### src/rtl/bdte_pkg.sv
// shared types, constants and helper functions for the bcd date-time to epoch converter
package bdte_pkg;

    // calendar constants
    localparam logic [7:0] YEAR_BASE      = 8'd80;   // two-digit year counts from 1980
    localparam logic [7:0] EPOCH_YEAR     = 8'd70;   // epoch is 1970, years since 1900
    localparam logic [9:0] DAYS_YEAR      = 10'd365;
    localparam logic [9:0] DAYS_LEAP     = 10'd366;
    localparam logic [5:0] HOURS_DAY      = 6'd24;
    localparam logic [5:0] MINUTES_HOUR   = 6'd60;
    localparam logic [5:0] SECONDS_MINUTE = 6'd60;
    localparam logic [5:0] MUL_ONE        = 6'd1;
    localparam logic [3:0] NO_CLOCK_DIGIT = 4'd15;
    localparam logic [7:0] YEAR_MAX       = 8'd99;
    localparam logic [7:0] MONTH_MAX      = 8'd12;
    localparam logic [7:0] DAY_MAX        = 8'd31;
    localparam logic [7:0] HOUR_MAX       = 8'd23;
    localparam logic [7:0] MINUTE_MAX     = 8'd59;
    localparam logic [7:0] SECOND_MAX     = 8'd59;
    localparam logic [3:0] MONTH_FEB      = 4'd1;    // zero-based month index of february

    // status codes
    localparam logic [2:0] ST_OK       = 3'd0;
    localparam logic [2:0] ST_NO_CLOCK = 3'd1;
    localparam logic [2:0] ST_YEAR     = 3'd2;
    localparam logic [2:0] ST_MONTH    = 3'd3;
    localparam logic [2:0] ST_DAY      = 3'd4;
    localparam logic [2:0] ST_HOUR     = 3'd5;
    localparam logic [2:0] ST_MINUTE   = 3'd6;
    localparam logic [2:0] ST_SECOND   = 3'd7;

    // sequencer states
    typedef enum logic [4:0] {
        S_IDLE  = 5'b00001,
        S_YEAR  = 5'b00010,
        S_MONTH = 5'b00100,
        S_SCALE = 5'b01000,
        S_DONE  = 5'b10000
    } t_state;

    // raw bcd digits of one transaction
    typedef struct packed {
        logic [3:0] second_ones;
        logic [3:0] second_tens;
        logic [3:0] minute_ones;
        logic [3:0] minute_tens;
        logic [3:0] hour_ones;
        logic [3:0] hour_tens;
        logic [3:0] day_ones;
        logic [3:0] day_tens;
        logic [3:0] month_ones;
        logic [3:0] month_tens;
        logic [3:0] year_ones;
        logic [3:0] year_tens;
    } t_digits;

    // converted result
    typedef struct packed {
        logic [31:0] epoch_seconds;
        logic [2:0]  status;
    } t_result;

    // handshake between wrapper and sequencer
    typedef struct packed {
        logic idle;
        logic done;
    } t_ctl;

    // ones + 10 * tens, nibbles taken as they are
    function automatic logic [7:0] pair_value(input logic [3:0] ones, input logic [3:0] tens);
        pair_value = {4'd0, ones} + {1'b0, tens, 3'b000} + {3'b000, tens, 1'b0};
    endfunction

    // days in a month of a common year, zero-based month index
    function automatic logic [4:0] month_days(input logic [3:0] k);
        case (k)
            4'd0:    month_days = 5'd31;
            4'd1:    month_days = 5'd28;
            4'd2:    month_days = 5'd31;
            4'd3:    month_days = 5'd30;
            4'd4:    month_days = 5'd31;
            4'd5:    month_days = 5'd30;
            4'd6:    month_days = 5'd31;
            4'd7:    month_days = 5'd31;
            4'd8:    month_days = 5'd30;
            4'd9:    month_days = 5'd31;
            4'd10:   month_days = 5'd30;
            4'd11:   month_days = 5'd31;
            default: month_days = 5'd0;
        endcase
    endfunction

endpackage

### src/rtl/bcd_datetime_to_epoch_seconds.sv
// top level: bcd rtc date-time to epoch seconds with valid/ready channels
//
//   channel | handshake           | payload
//   --------+---------------------+-------------------------------------------
//   input   | i_valid / o_ready   | twelve 4-bit bcd digits, i_second_ones ...
//   output  | o_valid / i_ready   | o_epoch_seconds[31:0], o_status[2:0]
//
// from accept to output valid a transaction makes 10 + two-digit year steps
// of the year walk and one to leave it, month - 1 month steps, one day step,
// three scale steps and one to move the result out, all through one shared
// multiply-add unit; a rejected transaction goes straight to its result.
// reset is synchronous and active low and clears the sequencer and output
// valid. a finished result moves to the output register, so a new transaction
// is accepted while the previous one waits.
module bcd_datetime_to_epoch_seconds (
    input  logic        i_clk,
    input  logic        i_rst_n,
    input  logic        i_valid,
    output logic        o_ready,
    input  logic [3:0]  i_second_ones,
    input  logic [3:0]  i_second_tens,
    input  logic [3:0]  i_minute_ones,
    input  logic [3:0]  i_minute_tens,
    input  logic [3:0]  i_hour_ones,
    input  logic [3:0]  i_hour_tens,
    input  logic [3:0]  i_day_ones,
    input  logic [3:0]  i_day_tens,
    input  logic [3:0]  i_month_ones,
    input  logic [3:0]  i_month_tens,
    input  logic [3:0]  i_year_ones,
    input  logic [3:0]  i_year_tens,
    output logic        o_valid,
    input  logic        i_ready,
    output logic [31:0] o_epoch_seconds,
    output logic [2:0]  o_status
);
    import bdte_pkg::*;

    t_digits     w_digits;
    t_ctl        w_ctl;
    t_result     w_result;
    logic        w_start, w_take;
    logic        r_out_valid;
    logic [31:0] r_epoch;
    logic [2:0]  r_status;

    // gather digits
    assign w_digits.second_ones = i_second_ones;
    assign w_digits.second_tens = i_second_tens;
    assign w_digits.minute_ones = i_minute_ones;
    assign w_digits.minute_tens = i_minute_tens;
    assign w_digits.hour_ones   = i_hour_ones;
    assign w_digits.hour_tens   = i_hour_tens;
    assign w_digits.day_ones    = i_day_ones;
    assign w_digits.day_tens    = i_day_tens;
    assign w_digits.month_ones  = i_month_ones;
    assign w_digits.month_tens  = i_month_tens;
    assign w_digits.year_ones   = i_year_ones;
    assign w_digits.year_tens   = i_year_tens;

    assign o_ready = w_ctl.idle;
    assign w_start = i_valid && w_ctl.idle;
    assign w_take  = w_ctl.done && (!r_out_valid || i_ready);

    bdte_seq u_seq (
        .i_clk    (i_clk),
        .i_rst_n  (i_rst_n),
        .i_start  (w_start),
        .i_digits (w_digits),
        .i_take   (w_take),
        .o_ctl    (w_ctl),
        .o_result (w_result)
    );

    // output register valid
    always_ff @(posedge i_clk) begin
        if (!i_rst_n) begin
            r_out_valid <= 1'b0;
        end else if (w_take) begin
            r_out_valid <= 1'b1;
        end else if (i_ready) begin
            r_out_valid <= 1'b0;
        end
    end

    // output register payload
    always_ff @(posedge i_clk) begin
        if (w_take) begin
            r_epoch  <= w_result.epoch_seconds;
            r_status <= w_result.status;
        end
    end

    assign o_valid         = r_out_valid;
    assign o_epoch_seconds = r_epoch;
    assign o_status        = r_status;

endmodule

### src/rtl/bdte_seq.sv
// sequencer and shared multiply-add unit that accumulate days and seconds
module bdte_seq (
    input  logic              i_clk,
    input  logic              i_rst_n,
    input  logic              i_start,
    input  bdte_pkg::t_digits i_digits,
    input  logic              i_take,
    output bdte_pkg::t_ctl    o_ctl,
    output bdte_pkg::t_result o_result
);
    import bdte_pkg::*;

    t_state      r_state, n_state;
    logic [31:0] r_acc, n_acc;
    logic [7:0]  r_y, n_y;
    logic [3:0]  r_k, n_k;
    logic [1:0]  r_ph, n_ph;
    logic [2:0]  r_status;
    logic [7:0]  r_lim;
    logic        r_leap;
    logic [7:0]  r_mon, r_day, r_hour, r_min, r_sec;

    // field values of the incoming digits
    logic [7:0] w_sec, w_min, w_hour, w_day, w_mon, w_yr;
    logic [2:0] w_status;

    assign w_sec  = pair_value(i_digits.second_ones, i_digits.second_tens);
    assign w_min  = pair_value(i_digits.minute_ones, i_digits.minute_tens);
    assign w_hour = pair_value(i_digits.hour_ones, i_digits.hour_tens);
    assign w_day  = pair_value(i_digits.day_ones, i_digits.day_tens);
    assign w_mon  = pair_value(i_digits.month_ones, i_digits.month_tens);
    assign w_yr   = pair_value(i_digits.year_ones, i_digits.year_tens);

    // first failing check wins
    always_comb begin
        if (i_digits.second_ones == NO_CLOCK_DIGIT) begin
            w_status = ST_NO_CLOCK;
        end else if (w_yr > YEAR_MAX) begin
            w_status = ST_YEAR;
        end else if (w_mon < 8'd1 || w_mon > MONTH_MAX) begin
            w_status = ST_MONTH;
        end else if (w_day < 8'd1 || w_day > DAY_MAX) begin
            w_status = ST_DAY;
        end else if (w_hour > HOUR_MAX) begin
            w_status = ST_HOUR;
        end else if (w_min > MINUTE_MAX) begin
            w_status = ST_MINUTE;
        end else if (w_sec > SECOND_MAX) begin
            w_status = ST_SECOND;
        end else begin
            w_status = ST_OK;
        end
    end

    // shared multiply-add: acc * mul + add
    logic [5:0]  u_mul;
    logic [9:0]  u_add;
    logic [37:0] w_prod;
    logic [31:0] w_sum;
    logic        w_year_more, w_month_more;

    assign w_year_more  = (r_y < r_lim);
    assign w_month_more = ({4'd0, r_k} + 8'd1 < r_mon);

    always_comb begin
        u_mul = MUL_ONE;
        u_add = 10'd0;
        case (r_state)
            S_YEAR: begin
                u_add = (r_y[1:0] == 2'b00) ? DAYS_LEAP : DAYS_YEAR;
            end
            S_MONTH: begin
                if (w_month_more) begin
                    u_add = {5'd0, month_days(r_k)} +
                            {9'd0, (r_k == MONTH_FEB) && r_leap};
                end else begin
                    u_add = {2'b00, r_day - 8'd1};
                end
            end
            S_SCALE: begin
                case (r_ph)
                    2'd0: begin
                        u_mul = HOURS_DAY;
                        u_add = {2'b00, r_hour};
                    end
                    2'd1: begin
                        u_mul = MINUTES_HOUR;
                        u_add = {2'b00, r_min};
                    end
                    default: begin
                        u_mul = SECONDS_MINUTE;
                        u_add = {2'b00, r_sec};
                    end
                endcase
            end
            default: begin
                u_mul = MUL_ONE;
                u_add = 10'd0;
            end
        endcase
    end

    assign w_prod = r_acc * u_mul;
    assign w_sum  = w_prod[31:0] + {22'd0, u_add};

    // next state and loop counters
    always_comb begin
        n_state = r_state;
        n_acc   = r_acc;
        n_y     = r_y;
        n_k     = r_k;
        n_ph    = r_ph;
        case (r_state)
            S_IDLE: begin
                if (i_start) begin
                    n_acc   = 32'd0;
                    n_y     = EPOCH_YEAR;
                    n_k     = 4'd0;
                    n_ph    = 2'd0;
                    n_state = (w_status == ST_OK) ? S_YEAR : S_DONE;
                end
            end
            S_YEAR: begin
                if (w_year_more) begin
                    n_acc = w_sum;
                    n_y   = r_y + 8'd1;
                end else begin
                    n_state = S_MONTH;
                end
            end
            S_MONTH: begin
                n_acc = w_sum;
                if (w_month_more) begin
                    n_k = r_k + 4'd1;
                end else begin
                    n_state = S_SCALE;
                end
            end
            S_SCALE: begin
                n_acc = w_sum;
                n_ph  = r_ph + 2'd1;
                if (r_ph == 2'd2) begin
                    n_state = S_DONE;
                end
            end
            S_DONE: begin
                if (i_take) begin
                    n_state = S_IDLE;
                end
            end
            default: begin
                n_state = S_IDLE;
            end
        endcase
    end

    // control registers
    always_ff @(posedge i_clk) begin
        if (!i_rst_n) begin
            r_state <= S_IDLE;
        end else begin
            r_state <= n_state;
        end
    end

    // datapath registers
    always_ff @(posedge i_clk) begin
        r_acc <= n_acc;
        r_y   <= n_y;
        r_k   <= n_k;
        r_ph  <= n_ph;
        if (r_state == S_IDLE && i_start) begin
            r_status <= w_status;
            r_lim    <= YEAR_BASE + w_yr;
            r_leap   <= (w_yr[1:0] == 2'b00);
            r_mon    <= w_mon;
            r_day    <= w_day;
            r_hour   <= w_hour;
            r_min    <= w_min;
            r_sec    <= w_sec;
        end
    end

    assign o_ctl.idle             = (r_state == S_IDLE);
    assign o_ctl.done             = (r_state == S_DONE);
    assign o_result.epoch_seconds = r_acc;
    assign o_result.status        = r_status;

`ifndef SYNTHESIS
    // a rejected transaction reports zero seconds
    a_bad_zero: assert property (@(posedge i_clk) disable iff (!i_rst_n)
        (r_state == S_DONE && r_status != ST_OK) |-> (r_acc == 32'd0))
        else $error("bad status with nonzero seconds");

    // year walk never passes its limit
    a_year_lim: assert property (@(posedge i_clk) disable iff (!i_rst_n)
        (r_state == S_YEAR) |-> (r_y <= r_lim))
        else $error("year counter past limit");

    // month walk stays inside the year
    a_month_lim: assert property (@(posedge i_clk) disable iff (!i_rst_n)
        (r_state == S_MONTH) |-> (r_k < 4'd12))
        else $error("month index out of range");

    // work only starts from idle
    a_start_idle: assert property (@(posedge i_clk) disable iff (!i_rst_n)
        i_start |-> (r_state == S_IDLE))
        else $error("start while busy");

    // result is held until taken
    a_done_hold: assert property (@(posedge i_clk) disable iff (!i_rst_n)
        (r_state == S_DONE && !i_take) |=> (r_state == S_DONE && $stable(r_acc)))
        else $error("result lost before take");
`endif

endmodule
### config.mk
export PLATFORM = sky130hd
export DESIGN_NAME = bcd_datetime_to_epoch_seconds
export DESIGN_NICKNAME = d
export VERILOG_FILES = /design/src/rtl/bdte_pkg.sv /design/src/rtl/bcd_datetime_to_epoch_seconds.sv /design/src/rtl/bdte_seq.sv
export SDC_FILE = /design/constraint.sdc
export NUM_CORES = 1
export LEC_CHECK = 0
export BUFFER_PORTS_ARGS = -buffer_cell sky130_fd_sc_hd__buf_2
export CORE_MARGIN = 8
export CORE_UTILIZATION = 45
export CTS_CLUSTER_SIZE = 20
export DETAILED_ROUTE_END_ITERATION = 10
export PLACE_DENSITY = 0.71
export SLEW_MARGIN = 30
export SYNTH_ARGS = -nofsm -noshare
export SYNTH_HDL_FRONTEND = slang
export SYNTH_SLANG_ARGS = --single-unit
### constraint.sdc
create_clock -name i_clk -period 14.95 [get_ports i_clk]
set_input_delay 0.7475 -clock i_clk [delete_from_list [all_inputs] [get_ports i_clk]]
set_output_delay 0.7475 -clock i_clk [all_outputs]
set_load 0.01 [all_outputs]
* Word-level counts from Yosys, hierarchy flattened
Memory sizes are Yosys's and may differ from the RTL's. A register that Yosys moved wholly into a read port is not among the register bits. Cells that the tools add are included.
Cells by class: multiplexer cells 36, add/sub/neg operators 20, multipliers 1, reductions and logical operators 23, equal/unequal tests 16, magnitude comparators 10
Operators by type and width (number):
- 32-bit case mux with 3 select lines | 1
- 32-bit 2-to-1 mux | 2
- 4-bit by 7-bit adder with 8-bit output | 6
- 8-bit by 5-bit adder with 8-bit output | 6
- 5-bit 2-to-1 mux | 8
- 32-bit by 10-bit adder with 32-bit output | 1
- 32-bit by 6-bit multiplier with 32-bit output | 1
- 8-bit case mux with 2 select lines | 2
- 10-bit case mux with 3 select lines | 1
- 5-bit case mux with 5 select lines | 1
- 3-bit 2-to-1 mux | 7
- 8-bit by 5-bit > comparator with 1-bit output (second input constant) | 2
- 8-bit by 6-bit > comparator with 1-bit output (second input constant) | 2
- 8-bit by 1-bit less-than comparator with 1-bit output (second input constant) | 2
- 8-bit less-than comparator | 2
- 8-bit 2-to-1 mux | 2
- 4-bit 2-to-1 mux | 3
- 6-bit 2-to-1 mux | 2
- 10-bit 2-to-1 mux | 1
- 2-bit by 1-bit != test with 1-bit output (second input constant) | 5
- 3-bit AND reduction | 3
- 7-bit by 8-bit adder with 8-bit output (first input constant) | 1
- 8-bit by 1-bit adder with 8-bit output (second input constant) | 1
- 8-bit by 4-bit > comparator with 1-bit output (second input constant) | 1
- other kinds (30) | 43
Storage, ports and cells: memories 1, bits in read-only memories 80, logic and storage cells 123, output and inout bits 37, input port bits 52, register bits after elaboration 139
Memories:
- (name not given) | depth 16, bits a word 5, read ports 1, clocked after Yosys merged registers in 1, wr ports 0, line bdte_pkg.sv:76 | case (k)

* Longest topological paths before layout
depth after elaboration 14, depth in mapped cells 25, depth with buffers taken out 24

* Hierarchy
From an unflattened synthesis, not the netlist that was laid out.
Unflattened totals: cell total of the unflattened synthesis 1173, area total of the unflattened synthesis 12441.9 µm²
By module, submodules not included:
- bdte_seq | times used 1, area an instance 11337.1 µm², cells an instance 1133
- bcd_datetime_to_epoch_seconds | times used 1, area an instance 1104.8 µm², cells an instance 40

* Worst setup path before layout
Ideal clock, no wire load.
path type register -> register, from register u_seq.r_state[4], to register u_seq.r_acc[31] (data pin), arrival 5.557 ns, cell stages (with the launch flop) 21, period minus slack after synthesis 5.823 ns, setup slack 9.127 ns, setup time 0.265 ns, data required time 14.685 ns, path through dfxtp_1 or3_1 nor3b_1 clkbuf_1 nand2_1 fa_1 fa_1 inv_1 fa_1 inv_1 fa_1 inv_1 ha_1 o21a_1 o31a_1 o21ai_0 o21a_1 a31o_1 o311a_1 o31ai_1 mux2i_1
Between the ends: cells in the longest elaborated chain, start to end 6, elaborated cells between the ends (all ways) 11, classes of those cells add/sub (1); mul (1); eq/ne (4); mux (4); reduce/logical (1)
RTL lines:
- start, declared | line bdte_seq.sv:13 | t_state r_state, n_state;
- start signal, assigned | line bdte_seq.sv:162 | r_state <= n_state;
- 5-bit by 4-bit == test with 1-bit output | line bdte_seq.sv:68, bdte_seq.sv:113
- 6-bit 2-to-1 mux | line bdte_seq.sv:68 | case (r_state)
- 32-bit by 6-bit multiplier with 32-bit output | line bdte_seq.sv:103 | assign w_prod = r_acc * u_mul;
- 32-bit by 10-bit adder with 32-bit output | line bdte_seq.sv:104 | assign w_sum = w_prod[31:0] + {22'd0, u_add};
- 32-bit 2-to-1 mux | line bdte_seq.sv:124 | if (w_year_more) begin
- 32-bit case mux with 3 select lines (*) | line bdte_seq.sv:113 | case (r_state)
- end signal, assigned | line bdte_seq.sv:168 | r_acc <= n_acc;
- end, declared | line bdte_seq.sv:14 | logic [31:0] r_acc, n_acc;
Every way passes the cells marked *; elsewhere a longest branch is shown, timed or not. The select of a mux whose other input is x is not followed. A chain may end at the register's enable or synchronous reset.

* Worst setup path after layout
from register u_seq.r_state[4], to register u_seq.r_acc[30] (data pin)
Same word-level chain as after synthesis.

==> summary.md <==
| Metric | Value |
|---|---|
| Status | `finished, final reports clean` |
| Critical Path AT | `between 6 and 7 ns` |
| Power per standard cell area | `90.0 nW/µm²` |
| Power Internal | `844 µW` |
| Comb pwr share | `0.232` |
| Leading area contributor after synthesis | `edfxtp_1` |
| Net Sw Frac | `0.319` |
| Final net count | `1563` |
| Routed Antenna Nets | `0` |
| Hold-fix buffers, CTS | `0` |
| Slew HR | `0.459` |
| Area share of the largest cell type after synthesis | `0.325` |
| Vias in the first global route | `8914` |
| CTS Sinks | `142` |
| DRC viols | `0` |
| EDFF count, synth | `133` |
| DRT iter0 DRCs | `459` |
| Unrepaired setup endpoints after global routing | `false` |
| WHS Endpoint | `o_status[1]$_DFFE_PP_` |
| Gr ovfl total | `0` |
| Routed WL per cell | `15.8 µm` |
| Top-count cell post-synth | `inv_1` |
| Seq/Total Area, Yosys | `0.340` |
| Worst hold stages | `0` |
| Slew @ Worst Pin | `0.811 ns` |
| Die X | `between 150 and 200 µm` |
| Hold WC Path Type | `reg -> reg` |
| Ports | `89` |
| Setup Skew | `0.0151 ns` |
| Fin Hold WS | `0.424 ns` |
| Setup bufs post-CTS | `0` |
| Max_cap viols | `0` |
| Clk pwr share | `0.340` |
| Period utilisation layout | `0.438` |
| Final hold vios | `0` |
| Worst vdd ir | `70.4 µV` |
| Diodes inserted | `0` |
| Syn avg cell area | `10.6 µm²` |
| #FFs+latches synth | `142` |
| Cell area after synthesis | `12300 µm²` |
| Pin count of the biggest net entering global routing | `54` |
| Hold Crit Start | `u_seq.r_status[1]$_DFFE_PP_` |
| Initial antenna violation count | `0` |
| Share of cells above drive strength 1 | `0.120` |
| Worst skew pair latency | `0.43 ns` |
| Leak | `~6.5 nW` |
| First-pass GRT wire length | `around 43 mm` |
| Post-CTS sizing | `0` |
| Primary FF master, synth | `edfxtp_1` |
| Startpoint types | `flop` |
| Via count | `8449` |
| Number of port buffers | `about 90` |
| H-Tree Depth | `4` |
| CTS tree | `done` |
| Gate Count Post-Synth | `1162` |
| Data required time of the worst path | `about 15 ns` |
| Die area | `32800 µm²` |
| Vias per cell | `5.24` |
| Yosys warns | `0` |
| Root buf cell | `clkbuf_16` |
| Die Ht | `about 180 µm` |
| Kind of critical path | `reg -> reg` |
| R2R cell count | `21` |
| Core area | `26900 µm²` |
| Final slew viol count | `0` |
| Row count | `60` |
| Post-Route WL | `25.5 mm` |
| Asr flop ratio synth | `0` |
| GPL Wtd Cong | `0.844` |
| Effective utilization at floorplan | `0.457` |
| CTS Buffer Depth | `2` |
| Unique cell type count in the Yosys netlist | `64` |
| CTS Buf Count | `17` |
| Final setup viols | `0` |
| Sequential power share | `0.428` |
| FMAX | `153 MHz` |
| Worst reg2reg endpoint | `u_seq.r_acc[30]$_SDFFCE_PN0P_` |
| Worst-path clk slew | `0.07 ns` |
| Net Count, Synth | `1466` |
| Final setup TNS | `0 ns` |
| Worst reg2reg startpoint | `u_seq.r_state[4]$_SDFFE_PN0P_` |
| Area Overhead vs Synth | `12.1%` |
| Switching pwr | `approximately 400 µW` |
| DR pass1 iterations | `7` |
| Setup crit end kind | `flop` |
| Post-DP HPWL | `20.2 mm` |
| Crit path max fanout | `30` |
| Top cells by area, synth | `edfxtp_1 33%, fa_1 16%, ha_1 16%` |
| Most frequent cells after synthesis | `194 x inv_1, 155 x ha_1, 133 x edfxtp_1` |
| Final min period | `6.54 ns` |
| Global Route Usage Sum | `0.160` |
| R2r setup slk | `8.41 ns` |
==> cells by family after synthesis <==
family                   Yosys count  share of synthesized area
AO/OA/AOI/OAI                    190                      0.105
XOR/XNOR                          58                     0.0413
adder cells (fa/ha/maj)          253                      0.317
buffers and inverters            212                     0.0648
flip-flops                       142                      0.340
multiplexers                       4                    0.00326
AND/OR/NAND/NOR                  303                      0.129
==> stage by stage <==
stage	util	cell area, µm²	std cells	power (mW)	setup WS (ns)
5_1_grt	0.513	13800	1613	1.31	7.89
4_1_cts	0.513	13800	1613	1.25	8.42
6_report	0.513	13800	1613	1.24	8.41
2_1_floorplan	-	12300	1162	0.738	9.13
3_3_place_gp	0.490	13200	1580	0.816	8.60
3_5_place_dp	0.491	13200	1581	0.826	8.44
==> power groups by stage <==
stage | registers (mW) | logic (mW) | clock network [mW]
after global placement | 0.539 | 0.278 | 0
after global routing | 0.536 | 0.328 | 0.445
after CTS | 0.531 | 0.291 | 0.433
after floorplan | 0.528 | 0.210 | 0
final | 0.531 | 0.287 | 0.422
after detailed placement | 0.539 | 0.287 | 0
==> per-layer routing <==
| layer | track usage | routed length (µm) | up-vias |
|---|---|---|---|
| li1 | - | - | 4150 |
| met1 | 0.206 | 12000 | 4110 |
| met2 | 0.270 | 12200 | 164 |
| met3 | 0.0295 | 945 | 25 |
| met4 | 0.0479 | 337 | 0 |
| met5 | 0 | 0 | - |
==> placed cells by master, fill, tap and decap left out, types with 18 or more instances in the layout <==
cell      netlist  routed
inv_1         194     194
ha_1          155     155
edfxtp_1      133     133
fa_1           97      97
buf_2           0      88
and2_1         82      81
nor2_1         73      73
nand2_1        47      47
a21oi_1        46      46
xnor2_1        38      38
o21ai_0        29      29
a21o_1         25      25
nand3_1        21      21
nor3_1         21      20
xor2_1         20      20
o21a_1         18      18
==> layout make-up <==
cell class	count	area (µm²)
clock buffer	17	425
fill	2399	13100
sequential	142	4170
multi-input combinational	808	7340
timing repair buffer	96	520
inverter	194	728
tap	341	427
clock inverter	15	161
==> how the worst max path moves through the flow <==
stage,from,to,depth (start not counted)
final,u_seq.r_state[4]$_SDFFE_PN0P_,u_seq.r_acc[30]$_SDFFCE_PN0P_,21
after global routing,u_seq.r_state[4]$_SDFFE_PN0P_,u_seq.r_acc[30]$_SDFFCE_PN0P_,21
after CTS,u_seq.r_state[4]$_SDFFE_PN0P_,u_seq.r_acc[30]$_SDFFCE_PN0P_,21
after detailed placement,u_seq.r_state[4]$_SDFFE_PN0P_,u_seq.r_acc[30]$_SDFFCE_PN0P_,21
after global placement,u_seq.r_state[4]$_SDFFE_PN0P_,u_seq.r_acc[30]$_SDFFCE_PN0P_,21
after floorplan,u_seq.r_state[4]$_SDFFE_PN0P_,u_seq.r_acc[31]$_SDFFCE_PN0P_,20
==> worst max-delay path, stage by stage (launching register included) <==
cell	delay [ns]
dfxtp_1	0.34
or3_1	0.42
nor3b_2	0.30
buf_4	0.37
nand2_1	0.16
or2_2	0.32
fa_1	0.49
fa_1	0.54
inv_1	0.05
fa_1	0.53
inv_1	0.05
fa_1	0.49
inv_1	0.04
ha_1	0.35
nand2_1	0.11
nor3_2	0.22
nand3_1	0.15
a2111oi_0	0.63
o2111ai_1	0.25
a31oi_1	0.27
o21a_1	0.14
nor3_1	0.04
Power figures use the tool's default switching activity.
